===== config.mk =====
export PLATFORM = sky130hd
export DESIGN_NAME = wpg_gain
export DESIGN_NICKNAME = d
export VERILOG_FILES = /design/src/rtl/core/wpg_pkg.sv /design/src/rtl/core/wpg_gain.sv
export SDC_FILE = /design/constraint.sdc
export NUM_CORES = 1
export LEC_CHECK = 0
export BUFFER_PORTS_ARGS = -buffer_cell sky130_fd_sc_hd__buf_2
export CAP_MARGIN = 20
export CORE_MARGIN = 2
export CORE_UTILIZATION = 60
export DETAILED_ROUTE_END_ITERATION = 8
export MAX_ROUTING_LAYER = met4
export PLACE_DENSITY = 0.78
export SLEW_MARGIN = 20
export SYNTH_ARGS = -nofsm -noshare
export SYNTH_HDL_FRONTEND = slang
export SYNTH_SLANG_ARGS = --single-unit

===== constraint.sdc =====
create_clock -name vclk -period 14.3
set_input_delay 2.86 -clock vclk [all_inputs]
set_output_delay 2.86 -clock vclk [all_outputs]
set_load 0.02 [all_outputs]

===== src/rtl/core/wpg_pkg.sv =====
// Shared types and constants for the WAV PCM gain-to-stereo block.
// Used by the channel interfaces, the gain stage, the result queue and the top level.
package wpg_pkg;

    typedef enum logic [2:0] {
        PH_HEADER = 3'b001,
        PH_DATA   = 3'b010,
        PH_DONE   = 3'b100
    } phase_t;

    typedef enum logic [2:0] {
        KIND_FORMAT      = 3'd0,
        KIND_FRAME       = 3'd1,
        KIND_BAD_HEADER  = 3'd2,
        KIND_UNSUPPORTED = 3'd3,
        KIND_END         = 3'd4
    } kind_t;

    typedef struct packed {
        kind_t              kind;
        logic signed [15:0] left_sample;
        logic signed [15:0] right_sample;
        logic [31:0]        rate_hz;
        logic [15:0]        channel_count;
        logic [15:0]        sample_bits;
    } result_t;

    localparam logic [31:0] TAG_RIFF = 32'h52494646;
    localparam logic [31:0] TAG_WAVE = 32'h57415645;
    localparam logic [31:0] TAG_DATA = 32'h64617461;

    localparam logic [5:0]  POS_FMT_LAST   = 6'd19;
    localparam logic [5:0]  POS_SCAN_START = 6'd20;
    localparam logic [5:0]  POS_HDR_LAST   = 6'd43;
    localparam logic [5:0]  HDR_BYTES      = 6'd44;

    localparam logic [31:0] FMT_MIN_LEN    = 32'd16;
    localparam logic [15:0] GAIN_UNITY     = 16'h1000;

    // Bytes per frame for the supported forms; zero marks an unsupported form
    localparam logic [2:0]  FRAME_NONE     = 3'd0;
    localparam logic [2:0]  FRAME_MONO8    = 3'd1;
    localparam logic [2:0]  FRAME_MONO16   = 3'd2;
    localparam logic [2:0]  FRAME_STEREO16 = 3'd4;

    localparam logic signed [20:0] SAMPLE_MAX = 21'sd32767;
    localparam logic signed [20:0] SAMPLE_MIN = -21'sd32768;

    // Byte i of a four-character tag, first character first
    function automatic logic [7:0] tag_byte(input logic [31:0] tag, input logic [1:0] i);
        return tag[{~i, 3'b000} +: 8];
    endfunction

    function automatic result_t make_result(input kind_t k);
        result_t r;
        r      = '0;
        r.kind = k;
        return r;
    endfunction

endpackage


===== src/rtl/core/wpg_gain.sv =====
// Q4.12 gain on a pair of 16-bit samples: truncate toward zero, saturate to 16 bits.
// Depends on wpg_pkg for the saturation limits.
module wpg_gain (
    input  logic [15:0]        gain,
    input  logic signed [15:0] raw_left,
    input  logic signed [15:0] raw_right,
    output logic signed [15:0] out_left,
    output logic signed [15:0] out_right
);
    import wpg_pkg::*;

    function automatic logic signed [15:0] apply_gain(input logic signed [15:0] s,
                                                      input logic [15:0] g);
        logic signed [32:0] prod;
        logic signed [32:0] biased;
        logic signed [20:0] q;
        prod   = s * $signed({1'b0, g});
        // bias negative products so the shift rounds toward zero
        biased = prod + (prod[32] ? 33'sd4095 : 33'sd0);
        q      = biased[32:12];
        if (q > SAMPLE_MAX) begin
            return 16'sh7FFF;
        end
        else if (q < SAMPLE_MIN) begin
            return 16'sh8000;
        end
        else begin
            return q[15:0];
        end
    endfunction

    assign out_left  = apply_gain(raw_left, gain);
    assign out_right = apply_gain(raw_right, gain);

endmodule


==> run metrics, run 1 <==
largest net degree at the start of global routing 26; initial antenna violation count 0; number of cell rows 66; via density per instance 5.649; status finished, final reports clean; clock buf count 0; Final min period 13980 ps; fin worst setup slack 322.4 ps; core box area 0.03237 sq mm; DIE HEIGHT 184.6 um; Max Cap Viol 0; area of the mapped netlist 0.01958 sq mm; Critical Path RT 11440 ps; io pins 80; uppermost layer routed met4; measured slew at the worst slew-check pin 795.9 ps; Total Routed Length 45.04 mm; num sequential 0; final hold vios 0; die width 184.6 um; DR WL met2 21.90 mm; first-pass GRT wire length 76.92 mm; dpl ws 111.8 ps; post-synth top area share 39.67%; # diodes 0; Die Area 0.03409 sq mm; Mean Syn Cell Area 8.364 sq um; Filler cells 2821; Max-slew headroom 46.38%; final setup vio count 0; Routed met1 length 19.58 mm; Max FO, Critical Path 22; routability cong. 0.9079; slowest stage delay, CP 530 ps; Mapped Cells 2341; most used cell, CP fa_1; Vias 15.73k; type of the worst setup path primary input to primary output; CP Launch Type primary input; fin crit share 97.75%; hpwl dp 37.78 mm; Register Area 0 sq um; synth unique cells 76; DR WL met3 2.829 mm; Area Overhead vs Synth 4.665%; Seq/Total Area, Yosys 0%; worst hold path stage count 9; 1st-pass router iterations 6; DRC Markers 0; overall routing resource usage 28.28%; initial DRC count 1247; Initial Utilization 60.49%; WL/cell 16.17 um; post-detailed-route count of antenna-violating nets 0; share of cells above drive strength 1 6.914%; CP Capture Type primary output; path category of the worst min-delay check primary input to primary output; number of global-route vias before repair 16.58k; max-slew violation count 0; Critical-path top delay cell fa_1; Worst EP arrival 11120 ps; Max Fclk 71.54 MHz; Final Net Count 3037; Syn Nets 3033; post-synth top area cell fa_1; top post-synthesis cells by area fa_1, ha_1, inv_1; Synth warnings 0; input/output buffers 80; hold-fix buffers at CTS 0; grt total ovfl 0
==> worst max-delay path, delay by kind of cell <==
kind,cells,cell delay [ps]
adder cells (fa/ha/maj),8,3640
AO/OA/AOI/OAI,9,1810
AND/OR/NAND/NOR,7,1760
buffers and inverters,7,790
XOR/XNOR,1,250
==> metrics by stage <==
| step | TNS [ps] | area [sq um] | instances | hold WS [ps] | util (%) |
|---|---|---|---|---|---|
| after global routing | -87.44 | 20490 | 2785 | 6966 | 63.31 |
| after CTS | 0 | 20320 | 2782 | 6867 | 62.78 |
| after global placement | 0 | 20320 | 2782 | 6840 | 62.78 |
| after detailed placement | 0 | 20320 | 2782 | 6856 | 62.78 |
| after floorplan | 0 | 19580 | 2341 | 6453 | - |
| final | 0 | 20490 | 2785 | 6875 | 63.31 |
==> Yosys cell counts (all sizes together) (3+ instances only) <==
master,n
fa,388
nor3,17
o31ai,3
nand3,29
or2,6
and3,11
nand4,9
buf,14
a21o,30
clkbuf,97
nand2,294
o21ai,70
o2111ai,3
o21bai,7
or3,7
xnor2,63
nor3b,4
nor4,6
nand2b,19
a211oi,8
ha,256
a21oi,72
nor2b,5
and2,251
a221oi,4
o22ai,3
o211ai,10
xor2,27
o21a,13
and4,6
a31oi,6
inv,490
nor2,70
a21boi,8
a2111oi,3
==> worst paths after layout <==
path                         start      endpoint
worst max-delay path      gain[10]  out_right[1]
worst min-delay path  raw_right[0]  out_right[0]
==> area by class of cell <==
| cell class | instances | area, sq um | area share (%) |
|---|---|---|---|
| inverter | 490 | 1839 | 8.975 |
| tap | 442 | 553.0 | 2.699 |
| multi-input combinational | 1742 | 17380 | 84.83 |
| timing repair buffer | 111 | 716.9 | 3.498 |
==> routing by layer <==
metal,vias to the layer above,track usage (%)
li1,7201,-
met1,7919,38.52
met2,542,47.22
met3,71,2.253
met4,0,4.952
met5,-,-
==> repair_timing <==
| action | 4_1_cts | 5_1_grt |
|---|---|---|
| gates resized for setup | 0 | 40 |
| buffers inserted | 0 | 1 |
| setup endpoints to repair | 0 | 31 |
==> kinds of logic (layout without fill, tap and decap cells) <==
group           Yosys count  count (layout)  share of synthesized area, %
buf+inv                 601             601                         11.75
fa+ha+maj               644             644                         56.03
compound gates          257             259                         8.767
simple gates            747             747                         19.28
xor+xnor                 90              90                         4.064
mux                       2               2                        0.1086
==> layout by cell type (no fill, tap or decap), types with 9 or more instances in the layout <==
cell type / n
inv_1: 490
fa_1: 388
nand2_1: 294
ha_1: 254
and2_1: 249
buf_2: 70
a21oi_1: 68
nor2_1: 68
xnor2_1: 62
o21ai_0: 49
a21o_1: 29
nand3_1: 29
xor2_1: 27
buf_4: 25
nand2b_1: 19
nor3_1: 15
o21a_1: 13
o21ai_2: 11
and3_1: 10
nand4_1: 9
o21ai_1: 9
o211ai_1: 9
Power of run 1 is not shown: default switching activity piles up to over one toggle a cycle in this logic, so the estimate is an artifact.
==> inputs of run 2 (changes only) <==
--- a/config.mk
+++ b/config.mk
@@ -8,10 +8,10 @@
 export BUFFER_PORTS_ARGS = -buffer_cell sky130_fd_sc_hd__buf_2
 export CAP_MARGIN = 20
 export CORE_MARGIN = 2
-export CORE_UTILIZATION = 60
+export CORE_UTILIZATION = 67
 export DETAILED_ROUTE_END_ITERATION = 8
 export MAX_ROUTING_LAYER = met4
-export PLACE_DENSITY = 0.78
+export PLACE_DENSITY = 0.86
 export SLEW_MARGIN = 20
 export SYNTH_ARGS = -nofsm -noshare
 export SYNTH_HDL_FRONTEND = slang
==> run 2 against run 1 <==
  * Non-clock buffer count rose by 1
  * Flip-flop and latch count did not move
  * Global-route usage is 3.5 points higher
  * Critical path depth rose by 1
  * Final cell count down 2.0%
  * Via count is 1.4% higher
  * Wire length is 0.98% higher
  * Critical endpoint is now out_right[4]
  * Largest cell class unchanged
==> run metrics, run 2 (synthesis results as in run 1) <==
routability cong. 0.8959; final setup vio count 0; type of the worst setup path primary input to primary output; Register Area 0 sq um; grt total ovfl 0; 1st-pass router iterations 7; slowest stage delay, CP 530 ps; measured slew at the worst slew-check pin 664.1 ps; Total Routed Length 45.48 mm; via density per instance 5.848; Critical-path top delay cell a2111oi_4; fin crit share 98.04%; Hold Startpoint raw_right[0]; number of cell rows 62; Max Cap Viol 0; most frequent cells in the layout inv_1, fa_1, nand2_1; most used cell, CP fa_1; io pins 80; CP Launch Type primary input; final hold vios 0; post-detailed-route count of antenna-violating nets 0; clock buf count 0; Final Net Count 3038; Initial Utilization 68.22%; status finished, final reports clean; share of cells above drive strength 1 7.039%; Critical Path RT 11440 ps; Max Fclk 71.33 MHz; DRC Markers 0; DIE HEIGHT 175.0 um; core box area 0.02870 sq mm; Area Overhead vs Synth 4.416%; initial antenna violation count 0; most common cell after layout, fill and taps aside inv_1; WL/cell 16.67 um; largest net degree at the start of global routing 27; Filler cells 2248; Max FO, Critical Path 17; hpwl dp 37.92 mm; Vias 15.95k; first-pass GRT wire length 78.62 mm; num sequential 0; Setup crit start gain[12]; initial DRC count 1226; die width 175.0 um; Final min period 14020 ps; path category of the worst min-delay check primary input to primary output; overall routing resource usage 31.80%; setup tns final 0 ps; Max-slew headroom 55.26%; # diodes 0; CP Capture Type primary output; input/output buffers 80; Die Area 0.03061 sq mm; number of global-route vias before repair 17.10k; Worst Setup EP out_right[4]; Worst EP arrival 11160 ps; max-slew violation count 0
-- run 2: cell count changes in the layout (fill, tap and decap cells not counted), sizes merged --
| cell | change |
|---|---|
| clkbuf | +1 |
-- run 2: layer usage --
| metal | vias up | global-route usage, % | share of wire [%] |
|---|---|---|---|
| met5 | - | - | 0 |
| met4 | 0 | 6.597 | 1.9 |
| met3 | 103 | 3.460 | 7.8 |
| met2 | 716 | 53.84 | 50 |
| met1 | 7931 | 41.78 | 41 |
| li1 | 7204 | - | - |
-- run 2: critical path, delay by kind of cell --
kind | cells | cell delay [ps]
fa+ha+maj | 8 | 3660
compound gates | 9 | 1940
simple gates | 7 | 1460
buf+inv | 8 | 1010
xor+xnor | 1 | 190
-- run 2: final cells by class --
cell class	count	area, sq um	share of cell area (%)
Timing Repair Buffer	112	726.9	3.556
Inverter	490	1839	8.996
Tap cell	384	480.5	2.350
Multi-Input combinational cell	1742	17400	85.10
-- run 2: worst min path at each step --
stage	end	slack (ps)	cells after the start
global placement	out_right[0]	6850	9
detailed placement	out_right[0]	6860	9
global route	out_right[0]	6970	9
CTS	out_right[0]	6870	9
finish	out_right[0]	6880	9
floorplan	out_right[0]	6450	7
-- run 2: repair_timing --
action                     4_1_cts  5_1_grt
pin swaps                        1       10
gates resized for setup          2       46
setup buffers                    1        1
cloned                           0        2
hold buffers                     0        0
setup endpoints to repair       10       31
-- run 2: stage by stage --
stage                     instances  hold WS, ps  instance area, sq um  setup slack (ps)  util, %
after global placement         2724         6854                 20250             218.1    70.55
final                          2728         6876                 20440             280.1    71.23
after floorplan                2341         6453                 19580             512.9        -
after detailed placement       2724         6858                 20250            -53.93    70.55
after global routing           2728         6975                 20440            -42.08    71.23
after CTS                      2725         6870                 20270             52.27    70.62
Power of run 2 is left out for the same reason.
