--- config.mk ---
export PLATFORM = sky130hd
export DESIGN_NAME = wpg_outq_flat
export DESIGN_NICKNAME = d
export VERILOG_FILES = /design/src/rtl/core/wpg_pkg.sv /design/src/rtl/core/wpg_if.sv /design/src/rtl/core/wpg_outq.sv /design/src/flat_wrapper.sv
export SDC_FILE = /design/constraint.sdc
export NUM_CORES = 1
export LEC_CHECK = 0
export BUFFER_PORTS_ARGS = -buffer_cell sky130_fd_sc_hd__buf_2
export CAP_MARGIN = 20
export CORE_MARGIN = 2
export CORE_UTILIZATION = 62
export DETAILED_ROUTE_END_ITERATION = 10
export PLACE_DENSITY = 0.86
export SYNTH_ARGS = -nofsm -noshare
export SYNTH_HDL_FRONTEND = slang
export SYNTH_SLANG_ARGS = --single-unit
--- constraint.sdc ---
create_clock -name clk -period 25.6 [get_ports clk]
set_clock_uncertainty 0.2 [all_clocks]
set_input_delay 2.56 -clock clk [delete_from_list [all_inputs] [get_ports clk]]
set_output_delay 2.56 -clock clk [all_outputs]
set_load 0.02 [all_outputs]
--- src/rtl/core/wpg_pkg.sv ---
// Shared types and constants for the WAV PCM gain-to-stereo block.
// Used by the channel interfaces, the gain stage, the result queue and the top level.
package wpg_pkg;

    typedef enum logic [2:0] {
        PH_HEADER = 3'b001,
        PH_DATA   = 3'b010,
        PH_DONE   = 3'b100
    } phase_t;

    typedef enum logic [2:0] {
        KIND_FORMAT      = 3'd0,
        KIND_FRAME       = 3'd1,
        KIND_BAD_HEADER  = 3'd2,
        KIND_UNSUPPORTED = 3'd3,
        KIND_END         = 3'd4
    } kind_t;

    typedef struct packed {
        kind_t              kind;
        logic signed [15:0] left_sample;
        logic signed [15:0] right_sample;
        logic [31:0]        rate_hz;
        logic [15:0]        channel_count;
        logic [15:0]        sample_bits;
    } result_t;

    localparam logic [31:0] TAG_RIFF = 32'h52494646;
    localparam logic [31:0] TAG_WAVE = 32'h57415645;
    localparam logic [31:0] TAG_DATA = 32'h64617461;

    localparam logic [5:0]  POS_FMT_LAST   = 6'd19;
    localparam logic [5:0]  POS_SCAN_START = 6'd20;
    localparam logic [5:0]  POS_HDR_LAST   = 6'd43;
    localparam logic [5:0]  HDR_BYTES      = 6'd44;

    localparam logic [31:0] FMT_MIN_LEN    = 32'd16;
    localparam logic [15:0] GAIN_UNITY     = 16'h1000;

    // Bytes per frame for the supported forms; zero marks an unsupported form
    localparam logic [2:0]  FRAME_NONE     = 3'd0;
    localparam logic [2:0]  FRAME_MONO8    = 3'd1;
    localparam logic [2:0]  FRAME_MONO16   = 3'd2;
    localparam logic [2:0]  FRAME_STEREO16 = 3'd4;

    localparam logic signed [20:0] SAMPLE_MAX = 21'sd32767;
    localparam logic signed [20:0] SAMPLE_MIN = -21'sd32768;

    // Byte i of a four-character tag, first character first
    function automatic logic [7:0] tag_byte(input logic [31:0] tag, input logic [1:0] i);
        return tag[{~i, 3'b000} +: 8];
    endfunction

    function automatic result_t make_result(input kind_t k);
        result_t r;
        r      = '0;
        r.kind = k;
        return r;
    endfunction

endpackage

--- src/rtl/core/wpg_if.sv ---


interface wpg_out_if;
    import wpg_pkg::*;
    logic               valid;
    logic               ready;
    kind_t              kind;
    logic signed [15:0] left_sample;
    logic signed [15:0] right_sample;
    logic [31:0]        rate_hz;
    logic [15:0]        channel_count;
    logic [15:0]        sample_bits;

    modport source (output valid, output kind, output left_sample, output right_sample,
                    output rate_hz, output channel_count, output sample_bits, input ready);
    modport sink   (input valid, input kind, input left_sample, input right_sample,
                    input rate_hz, input channel_count, input sample_bits, output ready);
endinterface


--- src/rtl/core/wpg_outq.sv ---
// Small result queue: takes up to two words per cycle, hands out one while the pcm sink is ready.
// Depends on wpg_pkg (result_t) and wpg_if (wpg_out_if).
module wpg_outq #(
    parameter int DEPTH = 4
) (
    input  logic              clk,
    input  logic              rst_n,
    input  logic [1:0]        push_count,
    input  wpg_pkg::result_t  push_word [2],
    output logic              room,
    wpg_out_if.source         pcm
);
    import wpg_pkg::*;

    localparam int PTR_W = (DEPTH > 1) ? $clog2(DEPTH) : 1;
    localparam int CNT_W = $clog2(DEPTH + 1);

    result_t            entry_reg [DEPTH];
    logic [PTR_W-1:0]   head_reg;
    logic [PTR_W-1:0]   head_next;
    logic [PTR_W-1:0]   tail_reg;
    logic [PTR_W-1:0]   tail_next;
    logic [PTR_W-1:0]   tail_plus1;
    logic [CNT_W-1:0]   count_reg;
    logic [CNT_W-1:0]   count_next;
    logic               pop;

    function automatic logic [PTR_W-1:0] bump(input logic [PTR_W-1:0] p);
        return (p == PTR_W'(DEPTH - 1)) ? '0 : p + PTR_W'(1);
    endfunction

    assign pop        = pcm.valid && pcm.ready;
    assign tail_plus1 = bump(tail_reg);
    // leave space for the two words one byte can produce
    assign room       = (count_reg <= CNT_W'(DEPTH - 2));

    always_comb
    begin
        head_next  = pop ? bump(head_reg) : head_reg;
        tail_next  = tail_reg;
        if (push_count == 2'd1)
        begin
            tail_next = tail_plus1;
        end
        else if (push_count == 2'd2)
        begin
            tail_next = bump(tail_plus1);
        end
        count_next = count_reg + CNT_W'(push_count) - CNT_W'(pop);
    end

    always_ff @(posedge clk or negedge rst_n)
    begin
        if (!rst_n)
        begin
            head_reg  <= '0;
            tail_reg  <= '0;
            count_reg <= '0;
        end
        else
        begin
            head_reg  <= head_next;
            tail_reg  <= tail_next;
            count_reg <= count_next;
        end
    end

    always_ff @(posedge clk)
    begin
        if (push_count != 2'd0)
        begin
            entry_reg[tail_reg] <= push_word[0];
        end
        if (push_count == 2'd2)
        begin
            entry_reg[tail_plus1] <= push_word[1];
        end
    end

    assign pcm.valid         = (count_reg != '0);
    assign pcm.kind          = entry_reg[head_reg].kind;
    assign pcm.left_sample   = entry_reg[head_reg].left_sample;
    assign pcm.right_sample  = entry_reg[head_reg].right_sample;
    assign pcm.rate_hz       = entry_reg[head_reg].rate_hz;
    assign pcm.channel_count = entry_reg[head_reg].channel_count;
    assign pcm.sample_bits   = entry_reg[head_reg].sample_bits;

endmodule

--- src/flat_wrapper.sv ---
// flat-port wrapper written by rule: the top's interface ports become plain ports
module wpg_outq_flat import wpg_pkg::*;
#(
    parameter int DEPTH = 4
)
  (clk, rst_n, push_count, push_word, room, pcm_valid, pcm_kind, pcm_left_sample, pcm_right_sample, pcm_rate_hz, pcm_channel_count, pcm_sample_bits, pcm_ready);
  wpg_out_if pcm_i ();
  input  logic clk;
  input  logic rst_n;
  input  logic [1:0] push_count;
  input  wpg_pkg::result_t push_word[2];
  output logic room;
  output wire logic [$bits(pcm_i.valid)-1:0] pcm_valid;
  output wire logic [$bits(pcm_i.kind)-1:0] pcm_kind;
  output wire logic [$bits(pcm_i.left_sample)-1:0] pcm_left_sample;
  output wire logic [$bits(pcm_i.right_sample)-1:0] pcm_right_sample;
  output wire logic [$bits(pcm_i.rate_hz)-1:0] pcm_rate_hz;
  output wire logic [$bits(pcm_i.channel_count)-1:0] pcm_channel_count;
  output wire logic [$bits(pcm_i.sample_bits)-1:0] pcm_sample_bits;
  input wire logic [$bits(pcm_i.ready)-1:0] pcm_ready;
  assign pcm_valid = pcm_i.valid;
  assign pcm_kind = pcm_i.kind;
  assign pcm_left_sample = pcm_i.left_sample;
  assign pcm_right_sample = pcm_i.right_sample;
  assign pcm_rate_hz = pcm_i.rate_hz;
  assign pcm_channel_count = pcm_i.channel_count;
  assign pcm_sample_bits = pcm_i.sample_bits;
  assign pcm_i.ready = pcm_ready;
  wpg_outq #(.DEPTH(DEPTH)) u_core (.clk(clk), .rst_n(rst_n), .push_count(push_count), .push_word(push_word), .room(room), .pcm(pcm_i));
endmodule
==> flow_summary_export.csv <==
group,metric,value,unit
run_status,status,"complete, no violations",
route,drc,0,
setup_path,end_kind,"primary output",
clock_network,cts_tree,"yes",
clock_network,postCtsSetupBuffers,0,
timing,relSlewSlack,25.05,%
synth,postSynth.asyncResetShare,1.737,%
clock_network,ctsHoldBuffers,0,
synth,synth_top_area_share,60.84,%
setup_path,r2r_end,"u_core.entry_reg[1][79]$_DFFE_PP_",
global_route,grt_use_total,26.12,%
timing,fin_crit,5.750,ns
clock_network,cts_max_path_buffers,3,
timing,slew_viol_final,0,
min_path,hold_path.class,"flip-flop to flip-flop",
synth,ys_seq_area_share,61.73,%
pwr,power.switching,0.8734,mW
layout,drive_gt1_share,66.10,%
layout,fillers,1929,
setup_path,worst-r2r-setup-slack,22.24,ns
synth,synth_mux_area_share,34.39,%
route,drt_iter0_markers,778,
timing,max_slew.worst_pin.slew,1.124,ns
floorplanning,fp-row-count,65,
synth,synth_top_family_by_area,"multiplexers",
floorplanning,die_w,181.6,µm
synth,synth-compound-area-share,0.3009,%
setup_path,r2r_cells,6,
timing,tns,0,ns
global_route,grt_pass1_vias,11580,
synth,yosys.area_share.simple,0.2368,%
global_route,antenna_found_initial,14,
place,dpl_cell_area,21370,µm²
route,dr_total_vias,10720,
synth,synth.most_common_cell,"mux2_2",
synth,synth_edf_count,396,
synth,netlist_area,19550,µm²
synth,ys.flop_type,"edfxtp_1",
timing,finalCritPeriodShare,22.46,%
timing,finalWorstSetupSlack,19.85,ns
timing,finalSetupViolCount,0,
synth,synth-seq-cells,403,
pwr,netSwitchingFraction,33.38,%
synth,synth_common_cells,"mux2_2, edfxtp_1, mux4_2",
route,dr.pass1.iters,6,
setup_path,cp-startpoint,"u_core.head_reg[0]$_DFFE_PN0P_",
synth,yosysWarnings,0,
synth,yosysUniqueCellTypes,21,
pwr,seq_power_share,40.8,%
clock_network,post_cts_resized,0,
route,via_per_inst,6.089,
synth,synth-xor-area-share,0.08962,%
pwr,p_int,1.743,mW
clock_network,numCtsBuffers,42,
floorplanning,coreArea,31310,µm²
timing,rsz0062_at_grt,"no",
place,place_hpwl,25300,µm
setup_path,rr_startpoint,"u_core.tail_reg[0]$_DFFE_PN0P_",
pwr,power.leakage,8.323,nW
floorplanning,start_util,62.43,%
layout,largest_reg_flops,396,
pwr,power,2.617,mW
place,pre_cts_slack,19.95,ns
setup_path,arrival,2.99,ns
setup_path,timing_worst_setup_path_type,"flip-flop to primary output",
place,gp_congestion,0.7814,
setup_path,worstPathRequired,22.84,ns
min_path,hp-start,"u_core.count_reg[2]$_DFF_PN0_",
pwr,peakVddDrop,0.09158,mV
setup_path,crit_path_start_kind,"flip-flop",
floorplanning,chipHeight,181.6,µm
synth,yosysTopAreaCell,"edfxtp_1",
layout,final_area,22800,µm²
clock_network,path_clk_slew,0.06,ns
clock_network,cts_sinks,403,
timing,hold_viol_final,0,
global_route,grt_remaining_overflow,0,
synth,ys_top_cells_by_area,"edfxtp_1, mux2_2, mux4_2",
pwr,powerDensity,114.8,nW/µm²
layout,syn2layout_area_growth,16.63,%
global_route,grt_max_degree,75,
synth,synthesis.nets,1232,
pwr,pwr-share-clk,23.2,%
synth,syn_avg_cell_area,19.28,µm²
clock_network,root_buffer,"clkbuf_16",
route,ant_nets,0,
route,avgRoutedWirePerCell,24.24,µm
min_path,hold_path_depth,1,
min_path,min_to,"u_core.count_reg[2]$_DFF_PN0_",
floorplanning,pin_count,304,
synth,synth_cells,1014,
layout,fin_nets,1532,
clock_network,htree_num_levels,2,
pwr,comb_power_share,36.1,%
timing,fmax,0.1739,GHz
route,wirelength,42660,µm
clock_network,clk_latency,0.53,ns
synth,synth_fa_ha_area_share,0.9986,%
floorplanning,dieArea,32960,µm²
place,port-buffer-count,303,
setup_path,worstPathMaxFanout,44,
job,maxCapViolCount,0,
global_route,grt_first_pass_wirelength,65540,µm
## per-layer routing
| metal | track usage (%) | vias up | routed length (µm) |
|---|---|---|---|
| li1 | - | 4782 | - |
| met1 | 33.96 | 5424 | 16770 |
| met2 | 44.77 | 419 | 21600 |
| met3 | 5.455 | 82 | 3218 |
| met4 | 7.935 | 10 | 1005 |
| met5 | 0 | - | 65 |
## power by group through the flow
stage / Sequential (mW) / Clock [mW] / Combinational, mW
2_1_floorplan: 1.10 / 0 / 0.684
3_3_place_gp: 1.07 / 0 / 0.942
6_report: 1.07 / 0.607 / 0.943
5_1_grt: 1.08 / 0.639 / 1.00
3_5_place_dp: 1.08 / 0 / 0.950
4_1_cts: 1.07 / 0.614 / 0.955
## worst max-delay path, cell delays in order, from the launching register on
cell and delay, ns:
dfrtp_4 0.80, buf_4 0.81, mux4_2 0.64, buf_2 0.18
## logic make-up after synthesis
| logic type | count (synthesis) |
|---|---|
| muxes | 498 |
| adders and majority gates | 15 |
| xor gates and xnor gates | 2 |
| DFF | 403 |
| buffers and inverters | 78 |
| and+or+nand+nor | 8 |
| AOI/OAI and AO/OA | 10 |
## layout make-up
class	instances	area [µm²]	area share [%]
multi-input cells	533	7106	31.17
clock buffers	52	1152	5.055
well taps	402	503.0	2.206
diodes	10	25.02	0.1098
flip-flops and latches	403	12070	52.96
inverters	14	52.55	0.2305
clock inverters	26	227.7	0.9989
repair buffers	320	1657	7.267
## metrics by stage
step / util [%] / hold slack, ns / std cells
2_1_floorplan: - / 0.2809 / 1014
3_3_place_gp: 68.26 / 0.2991 / 1671
3_5_place_dp: 68.26 / 0.3162 / 1671
4_1_cts: 72.66 / 0.3265 / 1749
5_1_grt: 72.78 / 0.3619 / 1756
6_report: 72.81 / 0.3268 / 1760
## worst max-delay path by stage
| stage | end | depth (start not counted) |
|---|---|---|
| finish | pcm_kind[1] | 3 |
| global route | pcm_left_sample[11] | 3 |
| CTS | pcm_left_sample[11] | 3 |
| detailed placement | u_core.entry_reg[1][5]$_DFFE_PP_ | 7 |
| global placement | u_core.entry_reg[1][5]$_DFFE_PP_ | 7 |
| floorplan | u_core.entry_reg[0][0]$_DFFE_PP_ | 3 |
## cells in the final DEF (no fill, tap or decap), types with 4 or more instances in the layout
cell type and n:
dfrtp_1 5, ha_1 14, buf_4 16, edfxtp_1 396, mux2_2 399, bufinv_16 4
buf_2 303, o21ai_4 4, clkbuf_1 7, mux4_2 99, diode_2 10, nand2_4 4
clkbuf_16 45, clkinv_1 8, inv_1 14, clkinv_2 11
(Power assumes the default switching activity.)
